[src/rtl/gaussian_window_blur_top_assert.svh]
// Assertion macros shared by the Gaussian window blur RTL.
`ifndef GAUSSIAN_WINDOW_BLUR_TOP_ASSERT_SVH
`define GAUSSIAN_WINDOW_BLUR_TOP_ASSERT_SVH

// Same-cycle implication, checked out of reset.
`define GWB_ASSERT_IMP(label, ante, cons, msg) \
  label: assert property (@(posedge clk) disable iff (!rst_n) (ante) |-> (cons)) \
    else $error(msg);

// Next-cycle implication, checked out of reset.
`define GWB_ASSERT_NXT(label, ante, cons, msg) \
  label: assert property (@(posedge clk) disable iff (!rst_n) (ante) |=> (cons)) \
    else $error(msg);

`endif

[src/rtl/gwb_pkg.sv]
// Shared constants, weight tables and types of the Gaussian window blur.
package gwb_pkg;

  localparam int RADIUS           = 5;
  localparam int MAX_WIDTH        = 1024;
  localparam int WEIGHT_FRAC_BITS = 15;
  localparam int HEIGHT_LIMIT     = 4096;

  localparam int SLOTS  = 3 * RADIUS + 1;
  localparam int TAPS   = 2 * RADIUS + 1;
  localparam int SUM_N  = 4 * RADIUS + 1;

  localparam int PIX_W   = 8;
  localparam int COL_W   = 10;
  localparam int ROW_W   = 12;
  localparam int WCFG_W  = 11;
  localparam int HCFG_W  = 13;
  localparam int CFG_W   = 13;
  localparam int IDX_W   = 24;
  localparam int SLOT_W  = $clog2(SLOTS);
  localparam int JW      = $clog2(TAPS);
  localparam int SUM_W   = $clog2(SUM_N);
  localparam int WW      = WEIGHT_FRAC_BITS + 1;
  localparam int MEM_DEPTH = SLOTS * (1 << COL_W);
  localparam int MEM_AW  = $clog2(MEM_DEPTH);

  // register indexes and op codes
  localparam logic CFG_IDX_WIDTH  = 1'b0;
  localparam logic CFG_IDX_HEIGHT = 1'b1;
  localparam logic OP_PIXEL = 1'b0;
  localparam logic OP_DRAIN = 1'b1;

  // 1-D Gaussian, FWHM 5, Q1.15
  localparam int unsigned GAUSS_Q15 [8] = '{
    32768, 29331, 21035, 12086, 5564, 2052, 606, 144
  };

  typedef logic [WW-1:0] wt_tab_t [SUM_N];

  typedef struct packed {
    logic          adv;
    logic [WW-1:0] wt;
  } cell_ctl_t;

  // rescale a Q1.15 entry to Q1.WEIGHT_FRAC_BITS, rounding half up
  function automatic logic [WW-1:0] weight_of(input int d);
    longint unsigned t;
    int up;
    int down;
    up   = (WEIGHT_FRAC_BITS >= 15) ? WEIGHT_FRAC_BITS - 15 : 0;
    down = (WEIGHT_FRAC_BITS < 15) ? 15 - WEIGHT_FRAC_BITS : 0;
    t = longint'(GAUSS_Q15[d & 7]) << up;
    if (down > 0) begin
      t = (t + (64'd1 << (down - 1))) >> down;
    end
    return WW'(t);
  endfunction

  // weight by row index plus column index, both counted from the window corner
  function automatic wt_tab_t build_wt_tab();
    wt_tab_t tab;
    int k;
    for (int s = 0; s < SUM_N; s++) begin
      k = (s - 2 * RADIUS) / 2;
      tab[s] = weight_of((k < 0) ? -k : k);
    end
    return tab;
  endfunction

  localparam wt_tab_t WT_BY_SUM = build_wt_tab();

  function automatic longint unsigned norm_sum();
    longint unsigned acc;
    acc = 0;
    for (int jj = 0; jj < TAPS; jj++) begin
      for (int ii = 0; ii < TAPS; ii++) begin
        acc = acc + longint'(WT_BY_SUM[jj + ii]);
      end
    end
    return acc;
  endfunction

  localparam longint unsigned NORM  = norm_sum();
  localparam int              SHIFT = 24 + WEIGHT_FRAC_BITS;
  localparam longint unsigned RECIP = ((64'd1 << SHIFT) + NORM / 2) / NORM;
  localparam int RECIP_W = $clog2(RECIP + 1);
  localparam int TOT_W   = $clog2(NORM * 255 + 1);
  localparam int PROD_W  = TOT_W + RECIP_W;

endpackage

[src/rtl/gwb_tap_cell.sv]
// One tap cell of the transposed weighted-sum chain.
module gwb_tap_cell (
  input  logic                        clk,
  input  gwb_pkg::cell_ctl_t          ctl,
  input  logic [gwb_pkg::PIX_W-1:0]   pix_in,
  input  logic [gwb_pkg::TOT_W-1:0]   acc_in,
  output logic [gwb_pkg::TOT_W-1:0]   acc_out
);

  logic [gwb_pkg::PIX_W+gwb_pkg::WW-1:0] mul;
  logic [gwb_pkg::TOT_W-1:0]             acc_r;

  assign mul = pix_in * ctl.wt;

  // add own product to the neighbor's partial sum
  always_ff @(posedge clk) begin
    if (ctl.adv) begin
      acc_r <= acc_in + gwb_pkg::TOT_W'(mul);
    end
  end

  assign acc_out = acc_r;

endmodule

[config.mk]
export PLATFORM = sky130hd
export DESIGN_NAME = gwb_tap_cell
export DESIGN_NICKNAME = d
export VERILOG_FILES = /design/src/rtl/gaussian_window_blur_top_assert.svh /design/src/rtl/gwb_pkg.sv /design/src/rtl/gwb_tap_cell.sv
export SDC_FILE = /design/constraint.sdc
export NUM_CORES = 1
export LEC_CHECK = 0
export BUFFER_PORTS_ARGS = -buffer_cell sky130_fd_sc_hd__buf_2
export CORE_MARGIN = 5
export CORE_UTILIZATION = 30
export CTS_BUF_LIST = sky130_fd_sc_hd__clkbuf_4 sky130_fd_sc_hd__clkbuf_8
export DETAILED_ROUTE_END_ITERATION = 6
export GPL_TIMING_DRIVEN = 0
export PLACE_DENSITY_LB_ADDON = 0.25
export SYNTH_ARGS = -nofsm -noshare
export SYNTH_HDL_FRONTEND = slang
export SYNTH_SLANG_ARGS = --single-unit
[constraint.sdc]
create_clock -name clk -period 15.8 [get_ports clk]
set_input_delay 3.16 -clock clk [delete_from_list [all_inputs] [get_ports clk]]
set_output_delay 3.16 -clock clk [all_outputs]
set_load 0.01 [all_outputs]
==> impl_metrics.yaml <==
run_status:
  outcome: "complete, no violations"
logic_synthesis:
  syn_nets: 853
  syn_avg_cell_area_sq_um: 9.287
  synth_seq_cells: 30
  synth_top_area_share_pct: 35.59
  synth_cells: 642
  async_flop_share_pct: 0
  seq_area_frac_synth_pct: 15.11
  synth_common_cells: "165 x inv_1, 106 x fa_1, 83 x and2_1"
  synth_area_leaders: "fa_1 36%, edfxtp_1 15%, inv_1 10%, ha_1 10%, and2_1 8.7%"
  synth_edf_count: 30
  ys_types: 44
  yosys_warnings: 0
  synth_most_common_cell: "inv_1"
  ys.flop_type: "edfxtp_1"
  yosysTopAreaCell: "fa_1"
  netlist_area_sq_mm: 0.005962
detailed_routing:
  postRouteAntennaNets: 0
  routed_wl_mm: 14.04
  vias: 4478
  route.detailed.drc: 0
  drt_iter0_drc: 184
  wl_per_cell_um: 14.04
  drt_pass1_iterations: 4
  via_per_inst: 4.478
placement:
  gp_congestion: 0.7929
  hpwlAfterDp_mm: 12.09
  io_buffers: 85
  placed_area_sq_mm: 0.006719
die:
  start_util_pct: 30.53
  boundaryPins: 86
  core-area_sq_mm: 0.01953
  die-area_sq_mm: 0.02279
  die_h_um: 151.0
  die_x_um: 151.0
  rows: 51
power:
  p_leak_nw: 3.497
  vdd_drop_max_mv: 0.07341
  p_per_area_mw_per_mm2: 163.4
cts:
  postCtsSetupRepairBufs: 0
  tritoncts: "done"
  htreeDepth: 2
  cts.sink_count: 30
  clock-root-buffer: "clkbuf_8"
  cts_resized: 0
  clock_path_buffers: 2
  path_clk_slew_ps: 70
  cts.hold.buffers_added: 0
  cts-buffers-inserted: 5
setup_path:
  cp-end-kind: "flip-flop"
  critical_path_arrival_ps: 8040
  critPathLaunchType: "primary input"
  setup.worst_path.class: "primary input to flip-flop"
  worstPathRequired_ps: 15820
  cp-endpoint: "acc_out[22]$_DFFE_PP_"
  startpoint: "pix_in[0]"
  crit_fanout: 10
finish:
  seq_area_sq_um: 900.9
  syn2layout_area_growth_pct: 14.61
  nNetsFinal: 945
  largest_reg_flops: 30
  multi_input_area_sq_mm: 0.004397
  diodes: 0
  post-route-cell-area_sq_mm: 0.006833
  num-fill-cells: 2111
  drive_gt1_share_pct: 14.42
grt:
  overflow: 0
  grt_use_met2_pct: 24.69
  top_usage_layer: "met2"
  antenna_found_initial: 0
  grtUsageMet1_pct: 17.27
  grt_pass1_wl_mm: 24.44
  track_usage_pct: 13.54
  grt_pass1_vias: 5067
  gr-usage-met3_pct: 1.945
  grt_max_degree: 31
timing:
  min_period_ps: 8023
  worstMarginPinSlew_ps: 732.6
  finalHoldViolations: 0
  maxSlewViolCount: 0
  fin_crit_sh_pct: 50.78
  setup_violations: 0
  setup_tns_ps: 0
  fmax_mhz: 124.6
  rsz0062_at_grt: "no"
  max-slew-margin-rel_pct: 51.16
worst_hold_path:
  min_path_type: "primary input to flip-flop"
flow_run:
  maxCapViolCount: 0
-- kinds of logic (layout without fill, tap and decap cells) --
| logic type | count (synthesis) | in the layout | share of synthesized area (%) |
|---|---|---|---|
| simple gates | 187 | 187 | 16.16 |
| buf+inv | 175 | 268 | 11.14 |
| fa+ha+maj | 155 | 155 | 45.88 |
| compound gates | 74 | 74 | 8.626 |
| flops | 30 | 30 | 15.11 |
| xor+xnor | 21 | 21 | 3.085 |
-- final cells by class --
cell class | instances | share of cell area [%]
repair buffers | 85 | 6.226
flip-flops and latches | 30 | 13.18
clock inverters | 1 | 0.4395
multi-input cells | 437 | 64.35
inverters | 165 | 9.064
plain buffers | 10 | 0.6592
well taps | 265 | 4.853
clock buffers | 7 | 1.227
-- power breakdown --
part,switching [mW],total [mW],leakage (nW),internal (mW)
logic,0.507,0.862,3.14,0.355
clock network,0.0302,0.0808,0.0593,0.0506
registers,0.00795,0.174,0.294,0.166
-- cells in the final DEF (no fill, tap or decap), types with 3 or more instances in the layout --
| cell type | count |
|---|---|
| clkbuf_8 | 5 |
| a21o_1 | 6 |
| o21a_1 | 5 |
| fa_1 | 106 |
| nand2_1 | 67 |
| inv_1 | 165 |
| ha_1 | 49 |
| o31ai_1 | 3 |
| xor2_1 | 9 |
| nor2b_1 | 4 |
| a21oi_1 | 24 |
| edfxtp_1 | 30 |
| nand4_1 | 3 |
| nand3_1 | 5 |
| o21ai_0 | 6 |
| o21ai_1 | 4 |
| buf_2 | 85 |
| xnor2_1 | 12 |
| and2_1 | 83 |
| o211ai_1 | 4 |
| clkbuf_1 | 8 |
| a211oi_2 | 3 |
| nor2_1 | 15 |
-- worst max-delay path, cell delays in order --
cell and delay (ps):
buf_2 160, clkbuf_1 530, nand2_1 160, fa_1 540, inv_1 60, fa_1 510
fa_1 550, inv_1 50, fa_1 470, inv_1 40, ha_1 360, a21o_1 180
a211o_1 330, a41oi_2 250, nand2_2 130, a31oi_2 250, o31ai_1 150, xor2_1 160
-- per-stage QoR --
| step | hold WS, ps | total power, mW | setup slack [ps] | utilization [%] | cells |
|---|---|---|---|---|---|
| CTS | 3160 | 1.145 | 7758 | 34.99 | 1000 |
| floorplan | 3273 | 0.8375 | 8302 | - | 642 |
| finish | 3174 | 1.117 | 7777 | 34.99 | 1000 |
| detailed placement | 3465 | 1.057 | 7464 | 34.41 | 992 |
| global route | 3172 | 1.271 | 7456 | 34.99 | 1000 |
| global placement | 3467 | 1.054 | 7390 | 34.41 | 992 |
-- worst min-delay path by stage --
| stage | cells after the start | endpoint | from |
|---|---|---|---|
| floorplan | 0 | acc_out[0]$_DFFE_PP_ | ctl[16] |
| global placement | 2 | acc_out[0]$_DFFE_PP_ | acc_in[0] |
| detailed placement | 2 | acc_out[0]$_DFFE_PP_ | acc_in[0] |
| CTS | 2 | acc_out[0]$_DFFE_PP_ | acc_in[0] |
| global route | 2 | acc_out[0]$_DFFE_PP_ | acc_in[0] |
| finish | 2 | acc_out[0]$_DFFE_PP_ | acc_in[0] |
-- routing by layer --
metal  vias up  part of all wire (%)
met1      2240                    44
met2        71                    51
met4         0                   1.7
met5         -                     0
met3        12                   3.4
li1       2155                     -
(Power assumes the default switching activity.)
